<file path="src/hw/rtl/sps_pkg.sv">
// sps_pkg: shared types and constants of the servo pulse scaler
// register map, configuration struct, controller/datapath command and status structs
// no dependencies
`default_nettype none

package sps_pkg;

	localparam int ADDR_W    = 5;
	localparam int DATA_W    = 32;
	localparam int REG_IDX_W = 3;

	// register indexes, byte address is 4 * index
	localparam logic [REG_IDX_W-1:0] REG_ENABLED   = 3'd0;
	localparam logic [REG_IDX_W-1:0] REG_WIDE_MODE = 3'd1;
	localparam logic [REG_IDX_W-1:0] REG_REVERSED  = 3'd2;
	localparam logic [REG_IDX_W-1:0] REG_SCALED    = 3'd3;
	localparam logic [REG_IDX_W-1:0] REG_MIN_US    = 3'd4;
	localparam logic [REG_IDX_W-1:0] REG_MAX_US    = 3'd5;
	localparam logic [REG_IDX_W-1:0] REG_HOME      = 3'd6;
	localparam logic [REG_IDX_W-1:0] REG_RATE      = 3'd7;

	localparam logic        RST_ENABLED   = 1'b0;
	localparam logic        RST_WIDE_MODE = 1'b0;
	localparam logic        RST_REVERSED  = 1'b0;
	localparam logic        RST_SCALED    = 1'b1;
	localparam logic [15:0] RST_MIN_US    = 16'd1000;
	localparam logic [15:0] RST_MAX_US    = 16'd2000;
	localparam logic [15:0] RST_HOME      = 16'd0;
	localparam logic [10:0] RST_RATE      = 11'd50;

	// input spans
	localparam logic [16:0] SPAN_NARROW = 17'd255;
	localparam logic [16:0] SPAN_WIDE   = 17'd65535;

	// exact reciprocals for 32-bit dividends: n/255 and n/65535
	localparam logic [31:0] RECIP_NARROW = 32'h8080_8081;
	localparam int          SHIFT_NARROW = 39;
	localparam logic [31:0] RECIP_WIDE   = 32'h8000_8001;
	localparam int          SHIFT_WIDE   = 47;

	// ticks = floor(p * 4096 / 1e6) = floor(p * 64 / 15625) = (p * TICK_RECIP) >> 41
	// exact for p below 2^27
	localparam logic [33:0] TICK_RECIP   = 34'd9007199255;
	localparam int          TICK_SHIFT   = 41;
	localparam int          TICK_LO_W    = 17;
	localparam logic [16:0] TICK_RECIP_LO = TICK_RECIP[16:0];
	localparam logic [16:0] TICK_RECIP_HI = TICK_RECIP[33:17];

	typedef struct packed {
		logic        enabled;
		logic        wide_mode;
		logic        reversed;
		logic        scaled;
		logic [15:0] min_pulse_us;
		logic [15:0] max_pulse_us;
		logic [15:0] home_value;
		logic [10:0] update_rate_hz;
	} cfg_t;

	typedef struct packed {
		logic load_in;   // request accepted, latch value; update last value if it emits
		logic mul;       // span product
		logic div;       // reciprocal multiply
		logic pw;        // pulse width and rate product
		logic tlo;       // tick partial product, low half
		logic thi;       // tick partial product, high half
		logic load_out;  // result into output register
	} cmd_t;

	typedef struct packed {
		logic emit;      // incoming request produces a result
		logic scaled;
		logic out_busy;  // output register full and stalled
	} stat_t;

endpackage

`default_nettype wire

</file>
<file path="src/hw/rtl/sps_regs.sv">
// sps_regs: configuration register file behind the apb-style port
// depends on sps_pkg
`default_nettype none

module sps_regs (
	input  wire logic                       clk,
	input  wire logic                       arst_n,
	input  wire logic                       psel,
	input  wire logic                       penable,
	input  wire logic                       pwrite,
	input  wire logic [sps_pkg::ADDR_W-1:0] paddr,
	input  wire logic [sps_pkg::DATA_W-1:0] pwdata,
	output logic      [sps_pkg::DATA_W-1:0] prdata,
	output logic                            pready,
	output sps_pkg::cfg_t                   cfg
);
	import sps_pkg::*;

	cfg_t                 cfg_q;
	logic [REG_IDX_W-1:0] idx;
	logic                 wr_en;

	assign idx    = paddr[ADDR_W-1:2];
	assign wr_en  = psel && penable && pwrite;
	assign pready = 1'b1;
	assign cfg    = cfg_q;

	always_ff @(posedge clk or negedge arst_n) begin
		if (!arst_n) begin
			cfg_q.enabled        <= RST_ENABLED;
			cfg_q.wide_mode      <= RST_WIDE_MODE;
			cfg_q.reversed       <= RST_REVERSED;
			cfg_q.scaled         <= RST_SCALED;
			cfg_q.min_pulse_us   <= RST_MIN_US;
			cfg_q.max_pulse_us   <= RST_MAX_US;
			cfg_q.home_value     <= RST_HOME;
			cfg_q.update_rate_hz <= RST_RATE;
		end else if (wr_en) begin
			case (idx)
				REG_ENABLED:   cfg_q.enabled        <= pwdata[0];
				REG_WIDE_MODE: cfg_q.wide_mode      <= pwdata[0];
				REG_REVERSED:  cfg_q.reversed       <= pwdata[0];
				REG_SCALED:    cfg_q.scaled         <= pwdata[0];
				REG_MIN_US:    cfg_q.min_pulse_us   <= pwdata[15:0];
				REG_MAX_US:    cfg_q.max_pulse_us   <= pwdata[15:0];
				REG_HOME:      cfg_q.home_value     <= pwdata[15:0];
				REG_RATE:      cfg_q.update_rate_hz <= pwdata[10:0];
				default: ;
			endcase
		end
	end

	always_comb begin
		prdata = '0;
		case (idx)
			REG_ENABLED:   prdata[0]    = cfg_q.enabled;
			REG_WIDE_MODE: prdata[0]    = cfg_q.wide_mode;
			REG_REVERSED:  prdata[0]    = cfg_q.reversed;
			REG_SCALED:    prdata[0]    = cfg_q.scaled;
			REG_MIN_US:    prdata[15:0] = cfg_q.min_pulse_us;
			REG_MAX_US:    prdata[15:0] = cfg_q.max_pulse_us;
			REG_HOME:      prdata[15:0] = cfg_q.home_value;
			REG_RATE:      prdata[10:0] = cfg_q.update_rate_hz;
			default:       prdata       = '0;
		endcase
	end

endmodule

`default_nettype wire

</file>
<file path="src/hw/rtl/sps_ctrl.sv">
// sps_ctrl: sequencer that steps one request through the scaling datapath
// depends on sps_pkg; drives cmd_t to sps_dp and reads its stat_t
`default_nettype none

module sps_ctrl (
	input  wire logic           clk,
	input  wire logic           arst_n,
	input  wire logic           in_valid,
	output logic                in_stall,
	input  wire sps_pkg::stat_t st,
	output sps_pkg::cmd_t       cmd
);
	import sps_pkg::*;

	typedef enum logic [2:0] {
		ST_IDLE,
		ST_MUL,
		ST_DIV,
		ST_PW,
		ST_TLO,
		ST_THI,
		ST_LOAD
	} state_t;

	state_t state_q;
	logic   in_stall_q;
	logic   accept;

	assign accept   = in_valid && !in_stall_q;
	assign in_stall = in_stall_q;

	always_comb begin
		cmd          = '0;
		cmd.load_in  = (state_q == ST_IDLE) && accept;
		cmd.mul      = (state_q == ST_MUL);
		cmd.div      = (state_q == ST_DIV);
		cmd.pw       = (state_q == ST_PW);
		cmd.tlo      = (state_q == ST_TLO);
		cmd.thi      = (state_q == ST_THI);
		cmd.load_out = (state_q == ST_LOAD) && !st.out_busy;
	end

	always_ff @(posedge clk or negedge arst_n) begin
		if (!arst_n) begin
			state_q    <= ST_IDLE;
			in_stall_q <= 1'b0;
		end else begin
			case (state_q)
				ST_IDLE: begin
					if (accept && st.emit) begin
						state_q    <= st.scaled ? ST_MUL : ST_LOAD;
						in_stall_q <= 1'b1;
					end
				end
				ST_MUL: state_q <= ST_DIV;
				ST_DIV: state_q <= ST_PW;
				ST_PW:  state_q <= ST_TLO;
				ST_TLO: state_q <= ST_THI;
				ST_THI: state_q <= ST_LOAD;
				ST_LOAD: begin
					if (!st.out_busy) begin
						state_q    <= ST_IDLE;
						in_stall_q <= 1'b0;
					end
				end
				default: begin
					state_q    <= ST_IDLE;
					in_stall_q <= 1'b0;
				end
			endcase
		end
	end

	a_stall_tracks_busy: assert property (@(posedge clk) disable iff (!arst_n)
		in_stall_q == (state_q != ST_IDLE))
		else $error("stall out of step with sequencer state");

	a_idle_holds: assert property (@(posedge clk) disable iff (!arst_n)
		state_q == ST_IDLE && !(in_valid && st.emit) |=> state_q == ST_IDLE)
		else $error("sequencer left idle without an emitting request");

	a_load_waits: assert property (@(posedge clk) disable iff (!arst_n)
		state_q == ST_LOAD && st.out_busy |=> state_q == ST_LOAD)
		else $error("result dropped while output stalled");

endmodule

`default_nettype wire

</file>
<file path="src/hw/rtl/sps_dp.sv">
// sps_dp: value select, repeat filter, range map, tick conversion and output register
// depends on sps_pkg; stepped by cmd_t from sps_ctrl
`default_nettype none

module sps_dp (
	input  wire logic           clk,
	input  wire logic           arst_n,
	input  wire sps_pkg::cfg_t  cfg,
	input  wire sps_pkg::cmd_t  cmd,
	output sps_pkg::stat_t      st,
	input  wire logic [7:0]     low_byte,
	input  wire logic [7:0]     high_byte,
	output logic                out_valid,
	input  wire logic           out_stall,
	output logic [15:0]         pwm_off_count
);
	import sps_pkg::*;

	logic [15:0] v_in, v_sub;
	logic [15:0] v_q;
	logic [15:0] last_value_q;
	logic        last_valid_q;
	logic        out_valid_q;
	logic [15:0] out_q;

	logic [16:0] span, x, d;
	logic [15:0] ax, ad;
	logic [31:0] mag_q;
	logic        neg_q;
	logic [31:0] recip;
	logic [63:0] prod;
	logic [15:0] q_q;
	logic [15:0] q_signed, pw;
	logic [26:0] p_q;
	logic [43:0] pp_lo_q, pp_hi_q;
	logic [60:0] tsum;
	logic [15:0] ticks;

	// frame value, zero replaced by home
	assign v_in  = cfg.wide_mode ? {high_byte, low_byte} : {8'd0, low_byte};
	assign v_sub = (v_in == 16'd0) ? cfg.home_value : v_in;

	assign st.emit     = cfg.enabled && !(last_valid_q && (v_sub == last_value_q));
	assign st.scaled   = cfg.scaled;
	assign st.out_busy = out_valid_q && out_stall;

	// reversed map: (v - span) * d / -span == (span - v) * d / span, truncated toward zero
	assign span = cfg.wide_mode ? SPAN_WIDE : SPAN_NARROW;
	assign x    = cfg.reversed ? (span - {1'b0, v_q}) : {1'b0, v_q};
	assign d    = {1'b0, cfg.max_pulse_us} - {1'b0, cfg.min_pulse_us};
	assign ax   = x[16] ? 16'(17'd0 - x) : x[15:0];
	assign ad   = d[16] ? 16'(17'd0 - d) : d[15:0];

	assign recip = cfg.wide_mode ? RECIP_WIDE : RECIP_NARROW;
	assign prod  = 64'(mag_q) * 64'(recip);

	assign q_signed = neg_q ? 16'(16'd0 - q_q) : q_q;
	assign pw       = q_signed + cfg.min_pulse_us;

	assign tsum  = {pp_hi_q, {TICK_LO_W{1'b0}}} + 61'(pp_lo_q);
	assign ticks = tsum[TICK_SHIFT +: 16];

	always_ff @(posedge clk or negedge arst_n) begin
		if (!arst_n) begin
			last_value_q <= '0;
			last_valid_q <= 1'b0;
		end else if (cmd.load_in && st.emit) begin
			last_value_q <= v_sub;
			last_valid_q <= 1'b1;
		end
	end

	always_ff @(posedge clk) begin
		if (cmd.load_in) begin
			v_q <= v_sub;
		end
		if (cmd.mul) begin
			mag_q <= 32'(ax) * 32'(ad);
			neg_q <= x[16] ^ d[16];
		end
		if (cmd.div) begin
			q_q <= cfg.wide_mode ? prod[SHIFT_WIDE +: 16] : prod[SHIFT_NARROW +: 16];
		end
		if (cmd.pw) begin
			p_q <= 27'(pw) * 27'(cfg.update_rate_hz);
		end
		if (cmd.tlo) begin
			pp_lo_q <= 44'(p_q) * 44'(TICK_RECIP_LO);
		end
		if (cmd.thi) begin
			pp_hi_q <= 44'(p_q) * 44'(TICK_RECIP_HI);
		end
		if (cmd.load_out) begin
			out_q <= cfg.scaled ? ticks : v_q;
		end
	end

	always_ff @(posedge clk or negedge arst_n) begin
		if (!arst_n) begin
			out_valid_q <= 1'b0;
		end else if (cmd.load_out) begin
			out_valid_q <= 1'b1;
		end else if (!out_stall) begin
			out_valid_q <= 1'b0;
		end
	end

	assign out_valid     = out_valid_q;
	assign pwm_off_count = out_q;

	a_last_update: assert property (@(posedge clk) disable iff (!arst_n)
		cmd.load_in && st.emit |=> last_valid_q && last_value_q == $past(v_sub))
		else $error("repeat filter not updated on emitting request");

	a_no_overwrite: assert property (@(posedge clk) disable iff (!arst_n)
		cmd.load_out |-> !st.out_busy)
		else $error("output register loaded while stalled");

	a_raw_pass: assert property (@(posedge clk) disable iff (!arst_n)
		cmd.load_out && !cfg.scaled |=> out_q == $past(v_q))
		else $error("unscaled result differs from value");

endmodule

`default_nettype wire

</file>
<file path="src/hw/rtl/servo_pulse_scaler_unit.sv">
// One servo channel: a request carries a frame value as low and high byte; zero takes the home
// value, a value equal to the last one sent gives no result, and a new value is either passed
// raw or mapped onto min..max microseconds and converted to ticks of a 4096-tick period at
// update_rate_hz. Requests that give no result leave the sequencer idle and unstalled. A
// raw result goes from acceptance straight to the output load; a scaled result first passes the
// chain of multiplies (span product, reciprocal divide, rate product, two tick partial products)
// that the sequencer steps one per cycle. The output register lets a new request in while the
// previous result still waits downstream.
// depends on sps_pkg, sps_regs, sps_ctrl, sps_dp
`default_nettype none

module servo_pulse_scaler_unit (
	input  wire logic                       clk,
	input  wire logic                       arst_n,
	input  wire logic                       psel,
	input  wire logic                       penable,
	input  wire logic                       pwrite,
	input  wire logic [sps_pkg::ADDR_W-1:0] paddr,
	input  wire logic [sps_pkg::DATA_W-1:0] pwdata,
	output logic      [sps_pkg::DATA_W-1:0] prdata,
	output logic                            pready,
	input  wire logic                       in_valid,
	output logic                            in_stall,
	input  wire logic [7:0]                 low_byte,
	input  wire logic [7:0]                 high_byte,
	output logic                            out_valid,
	input  wire logic                       out_stall,
	output logic [15:0]                     pwm_off_count
);
	import sps_pkg::*;

	cfg_t  cfg;
	cmd_t  cmd;
	stat_t st;

	sps_regs u_regs (
		.clk     (clk),
		.arst_n  (arst_n),
		.psel    (psel),
		.penable (penable),
		.pwrite  (pwrite),
		.paddr   (paddr),
		.pwdata  (pwdata),
		.prdata  (prdata),
		.pready  (pready),
		.cfg     (cfg)
	);

	sps_ctrl u_ctrl (
		.clk      (clk),
		.arst_n   (arst_n),
		.in_valid (in_valid),
		.in_stall (in_stall),
		.st       (st),
		.cmd      (cmd)
	);

	sps_dp u_dp (
		.clk           (clk),
		.arst_n        (arst_n),
		.cfg           (cfg),
		.cmd           (cmd),
		.st            (st),
		.low_byte      (low_byte),
		.high_byte     (high_byte),
		.out_valid     (out_valid),
		.out_stall     (out_stall),
		.pwm_off_count (pwm_off_count)
	);

endmodule

`default_nettype wire
</file>
<file path="config.mk">
export PLATFORM = sky130hd
export DESIGN_NAME = servo_pulse_scaler_unit
export DESIGN_NICKNAME = d
export VERILOG_FILES = /design/src/hw/rtl/sps_pkg.sv /design/src/hw/rtl/sps_regs.sv /design/src/hw/rtl/sps_ctrl.sv /design/src/hw/rtl/sps_dp.sv /design/src/hw/rtl/servo_pulse_scaler_unit.sv
export SDC_FILE = /design/constraint.sdc
export NUM_CORES = 2
export LEC_CHECK = 0
export BUFFER_PORTS_ARGS = -buffer_cell sky130_fd_sc_hd__buf_2
export CORE_ASPECT_RATIO = 0.5
export CORE_MARGIN = 4
export CORE_UTILIZATION = 33
export CTS_CLUSTER_DIAMETER = 150
export CTS_CLUSTER_SIZE = 8
export DETAILED_ROUTE_END_ITERATION = 16
export GPL_TIMING_DRIVEN = 1
export PLACE_DENSITY = 0.48
export SLEW_MARGIN = 20
export SYNTH_ARGS = -nofsm -noshare
export SYNTH_HDL_FRONTEND = slang
export SYNTH_SLANG_ARGS = --single-unit
</file>
<file path="constraint.sdc">
create_clock -name clk -period 29.7 [get_ports clk]
set_input_delay 1.485 -clock clk [delete_from_list [all_inputs] [get_ports clk]]
set_output_delay 1.485 -clock clk [all_outputs]
set_load 0.02 [all_outputs]
</file>
Word level (Yosys, flattened, before mapping):

Index checks and enable logic that the tools add are counted.

* register bits: 276
* bits of input ports: 60
* output and inout bits: 51
* logic and storage cells: 101

* $add $sub $neg: 7
* multiply operators: 5
* eq/ne operators: 17
* multiplexer cells: 22
* bitwise logic cells: 2
* reductions and logical operators: 27

Operator list (count)
* 2-to-1 mux 16 bit: 8
* multiplier 32 x 32 -> 63 bit: 1
* adder 57 x 43 -> 57 bit: 1
* subtractor 1 x 16 -> 16 bit, first input constant: 3
* multiplier 27 x 16 -> 43 bit, second input constant: 1
* multiplier 27 x 17 -> 40 bit, second input constant: 1
* case mux 10 bit (4 select lines): 1
* multiplier 16 x 16 -> 32 bit: 1
* multiplier 16 x 11 -> 27 bit: 1
* 2-to-1 mux 24 bit: 1
* equality test 3 bit, second input constant: 7
* case mux 3 bit (7 select lines): 1
* AND reduction 2 bit: 9
* 2-to-1 mux 17 bit: 1
* subtractor 16 x 16 -> 17 bit: 1
* subtractor 17 x 16 -> 17 bit: 1
* adder 16 bit: 1
* equality test 16 bit: 1
* logical NOT 16 bit: 1
* case mux 5 bit (3 select lines): 1
* equality test 3 x 2 -> 1 bit, second input constant: 4
* logical AND 1 bit: 10
* 2-to-1 mux 3 bit: 3
* case mux 1 bit (8 select lines): 1
* 11 further kinds: 19

Longest topological paths before layout:

* depth in word-level cells: 10
* mapped depth: 42
* depth with buffers taken out: 39

Hierarchy:

A second synthesis with hierarchy kept.

* cell total of the unflattened synthesis: 4862
* area total of the unflattened synthesis: 48149.9 sq um

By module, submodules not included
* sps_dp: instances 1, cells each 4606, area an instance 44676.6 sq um, seq. area each 5675.4 sq um
* sps_regs: instances 1, cells each 221, area an instance 3149.3 sq um, seq. area each 1596.5 sq um
* sps_ctrl: instances 1, cells each 35, area an instance 324.1 sq um, seq. area each 100.1 sq um

Least setup slack after synthesis:

OpenSTA, ideal clock, no wires.

* path type: reg2reg
* start point: register u_regs.cfg_q, in the netlist u_regs.cfg[60]
* end point: register u_dp.mag_q[31], data pin
* library setup time: 0.258 ns
* data arrival time: 9.280 ns
* required time: 29.442 ns
* slack: 20.163 ns
* stages on the path, launching flop included: 37
* path buffers: 4
* period minus slack after synthesis: 9.537 ns
* path through: dfrtp_1 > buf_1 > buf_1 > clkbuf_1 > xor2_1 > clkinv_1 > ha_1 > o211ai_1 > nor2_1 > and3_1 > nor2_1 > xnor2_1 > clkbuf_1 > nand2_1 > fa_1 > inv_1 > fa_1 > inv_1 > fa_1 > inv_1 > fa_1 > fa_1 > inv_1 > fa_1 > inv_1 > ha_1 > and3_1 > a221o_1 > and2_1 > o31ai_1 > a31oi_1 > a2111oi_0 > o21bai_1 > a211o_1 > nand4_1 > nand2_1 > xnor2_1

* word-level cells in the longest chain between the ends: 4

Ends and longest elaborated chain
* start, declared: RTL line sps_regs.sv:19 `cfg_t cfg_q;`
* 2-to-1 mux 17 bit (*): RTL line sps_dp.sv:49 `assign x = cfg.reversed ? (span - {1'b0, v_q}) : {1'b0, v_q};`
* subtractor 1 x 16 -> 16 bit: RTL line sps_dp.sv:51 `assign ax = x[16] ? 16'(17'd0 - x) : x[15:0];`
* 2-to-1 mux 16 bit (*): RTL line sps_dp.sv:51
* multiplier 16 x 16 -> 32 bit (*): RTL line sps_dp.sv:78 `mag_q <= 32'(ax) * 32'(ad);`
* end signal, assigned: RTL line sps_dp.sv:78
* end, declared: RTL line sps_dp.sv:28 `logic [31:0] mag_q;`

Mark *: on every way between the ends. The rest lies on a longest branch, timed or not.
A chain may end at the register's enable or synchronous reset.

Worst setup path in the final report:

* start point: register u_regs.cfg_q, in the netlist u_regs.cfg[61]
* end point: register u_dp.mag_q[27], data pin

* word-level cells in the longest chain between the ends: 6

Ends and longest elaborated chain
* 2-to-1 mux 16 bit (*): RTL line sps_dp.sv:48 `assign span = cfg.wide_mode ? SPAN_WIDE : SPAN_NARROW;`
* subtractor 17 x 16 -> 17 bit (*): RTL line sps_dp.sv:49
* 2-to-1 mux 17 bit (*): RTL line sps_dp.sv:49
* subtractor 1 x 16 -> 16 bit: RTL line sps_dp.sv:51
* 2-to-1 mux 16 bit (*): RTL line sps_dp.sv:51
* multiplier 16 x 16 -> 32 bit (*): RTL line sps_dp.sv:78

Marked as above.

==> metrics.cfg <==
[global_route]
overflow=0
grt_first_pass_wirelength_microns=202900
grtUsageTotal=0.1670
grt_max_degree=66
antenna_found_initial=2
first_global_vias=36400

[logic_synthesis]
synth_most_common_cell=inv_1
ys_top_cells_by_count=inv_1 (1,123), ha_1 (837), fa_1 (689)
synthArstFlopShare=0.3282
ys.flop_type=edfxtp_1
seq_area_frac_synth=0.1525
synth_warnings=0
synth_edf_count=174
synthesis.area_sq_um=48350
synthCells=4944
synth_compound_area_frac=0.07311
yosys.area_share.adder=0.5019
synth_top_area_cell=fa_1
syn_avg_cell_area_sq_um=9.780
yosys.area_share.simple=0.1019
synth_top_family_by_area=adder cells
synthTopCellsByArea=fa_1 (29%), ha_1 (22%), edfxtp_1 (11%), inv_1 (8.7%), dfrtp_1 (3.6%)
synth_cell_types=86
yosysTopAreaCellShare=0.2853
ys_ff_latch=259
synthMuxAreaShare=0.02816
synth-xor-area-share=0.04324

[hold_path]
worst_hold_path_type=flip-flop to flip-flop
worstHoldStart=u_dp.last_valid_q

[cts]
h-tree-depth=2
cts.sinks=259
cts_resized=0
cts-root-buf=clkbuf_16
hold_buffers=0
tritoncts=built
clk_latency_ps=610
path_clk_slew_ps=50
postCtsSetupRepairBufs=0
numCtsBuffers=38
cts_buffer_depth=3

[floorplan]
start_util=0.3353
die_h_microns=278.7
die_w_microns=549.3
die_area_sq_um=153100
ios=111
core_sq_um=144200
rows=98

[critical_path]
timing.critical_path.from=u_regs.cfg[61]
cp_max_fo=24
crit_family=adder cells
worst_ep_arrival_time_ps=11210
critPathMaxStageDelay_ps=830
crit_path_start_kind=flip-flop
end_kind=flip-flop
r2r_start=u_regs.cfg[61]
path_class=flip-flop to flip-flop
critPathSlowestCell=xor2_2
path_buf_inv=7
required_ps=30010

[route]
drt-initial-drc-count=1487
wl_per_cell_microns=17.90
avgViaCountPerCell=4.823
antenna_left=0
vias=33670
drcViolationCount=0
drtPass1Iterations=5
totalWireLength_microns=125000

[timing]
report.final.slew_viol_count=0
fin_worst_skew_ps=61.21
slew_headroom=0.2048
worstMarginPinSlew_ps=1184
timing.final.crit_share=0.3668
report.final.setup_viol=0
max_clock_freq_mhz=91.78
hold_viol=0
grt_setup_unrepaired=false
setup_tns_ps=0
setup_slack_ps=18800
fin_crit_ps=10900

[status]
status=completed

[placement]
dp.cells=6907
routabilityCongestion=0.8645
place_ws_ps=18840
dp_hpwl_microns=102700
numPortBuffers=75

[layout]
drive_gt1_frac=0.06661
fin_cells=6981
synthToLayoutAreaGrowth_pct=8.333
fin_util=0.3632
nets=6585

[flow_run]
max-cap-violations=0

==> placed cells by master (no fill, tap or decap), types with 62 or more instances in the layout <==
cell type,instances
buf_2,74
nand2_1,378
inv_1,1123
mux2_2,80
o21ai_0,87
edfxtp_1,174
xnor2_1,151
and2_1,106
fa_1,689
ha_1,837
nor2_1,197
nor2b_1,62
a21o_1,71
xor2_1,75
a21oi_1,151
dfrtp_1,68
==> through the flow <==
step	hold slack, ps	instance area, sq um
2_1_floorplan	411.3	48410
3_3_place_gp	431.4	51170
3_5_place_dp	434.3	51200
4_1_cts	445.8	52330
5_1_grt	481.1	52380
6_report	445.9	52380
==> layout make-up <==
cell class | instances | area, sq um
fillers | 14580 | 91820
flip-flops and latches | 259 | 7373
clock inverters | 3 | 33.78
inverters | 1124 | 4219
well taps | 1950 | 2440
repair buffers | 132 | 820.8
diodes | 2 | 5.005
multi-input cells | 3444 | 36400
clock buffers | 67 | 1091
==> path summary, 6_finish.rpt <==
path                                endpoint  slack (ps)  cells past startpoint
max                           u_dp.mag_q[27]       18800                     38
min                        u_dp.last_valid_q         450                      2
max reg2reg                   u_dp.mag_q[27]       18800                     38
min reg2reg                u_dp.last_valid_q         450                      2
max in group asynchronous     u_regs.cfg[61]       27650                      2
min in group asynchronous     u_regs.cfg[56]         810                      1
==> worst register-to-register path, delay by kind of cell (launching register included) <==
kind	cells	cell delay [ps]
AOI/OAI and AO/OA	13	3120
xor gates and xnor gates	2	910
adders and majority gates	9	4050
buffers and inverters	7	810
DFF	1	590
and+or+nand+nor	7	1170
==> layer usage <==
layer | vias up | share of wire | GRT usage
met1 | 16950 | 0.45 | 0.2162
met4 | 0 | 0.030 | 0.04807
met2 | 532 | 0.49 | 0.2956
li1 | 16040 | - | -
met5 | - | 0 | 0
met3 | 151 | 0.031 | 0.01679
==> registers in the layout, summed over array words and instances (netlist names) <==
signal and flops:
u_dp.last_valid_q 1, u_dp.mag_q 32, u_dp.pwm_off_count 16, u_dp.neg_q 1
u_dp.pp_hi_q 40, u_dp.v_q 16, u_regs.cfg 63, u_dp.out_valid 1
u_dp.p_q 27, u_dp.last_value_q 16, u_dp.pp_lo_q 26, u_dp.q_q 16
u_ctrl.in_stall 1, u_ctrl.state_q 3
==> kinds of logic (layout without fill, tap and decap cells) <==
| family | Yosys count | in the layout |
|---|---|---|
| adders and majority gates | 1526 | 1526 |
| buffers and inverters | 1256 | 1326 |
| and+or+nand+nor | 1023 | 1023 |
| AOI/OAI and AO/OA | 530 | 530 |
| DFF | 259 | 259 |
| xor gates and xnor gates | 237 | 237 |
| muxes | 111 | 111 |
| other | 2 | 19 |
Power is left out: the tool's default activity adds up to more than one toggle a clock period on the data nets, which glitch-free logic cannot reach.
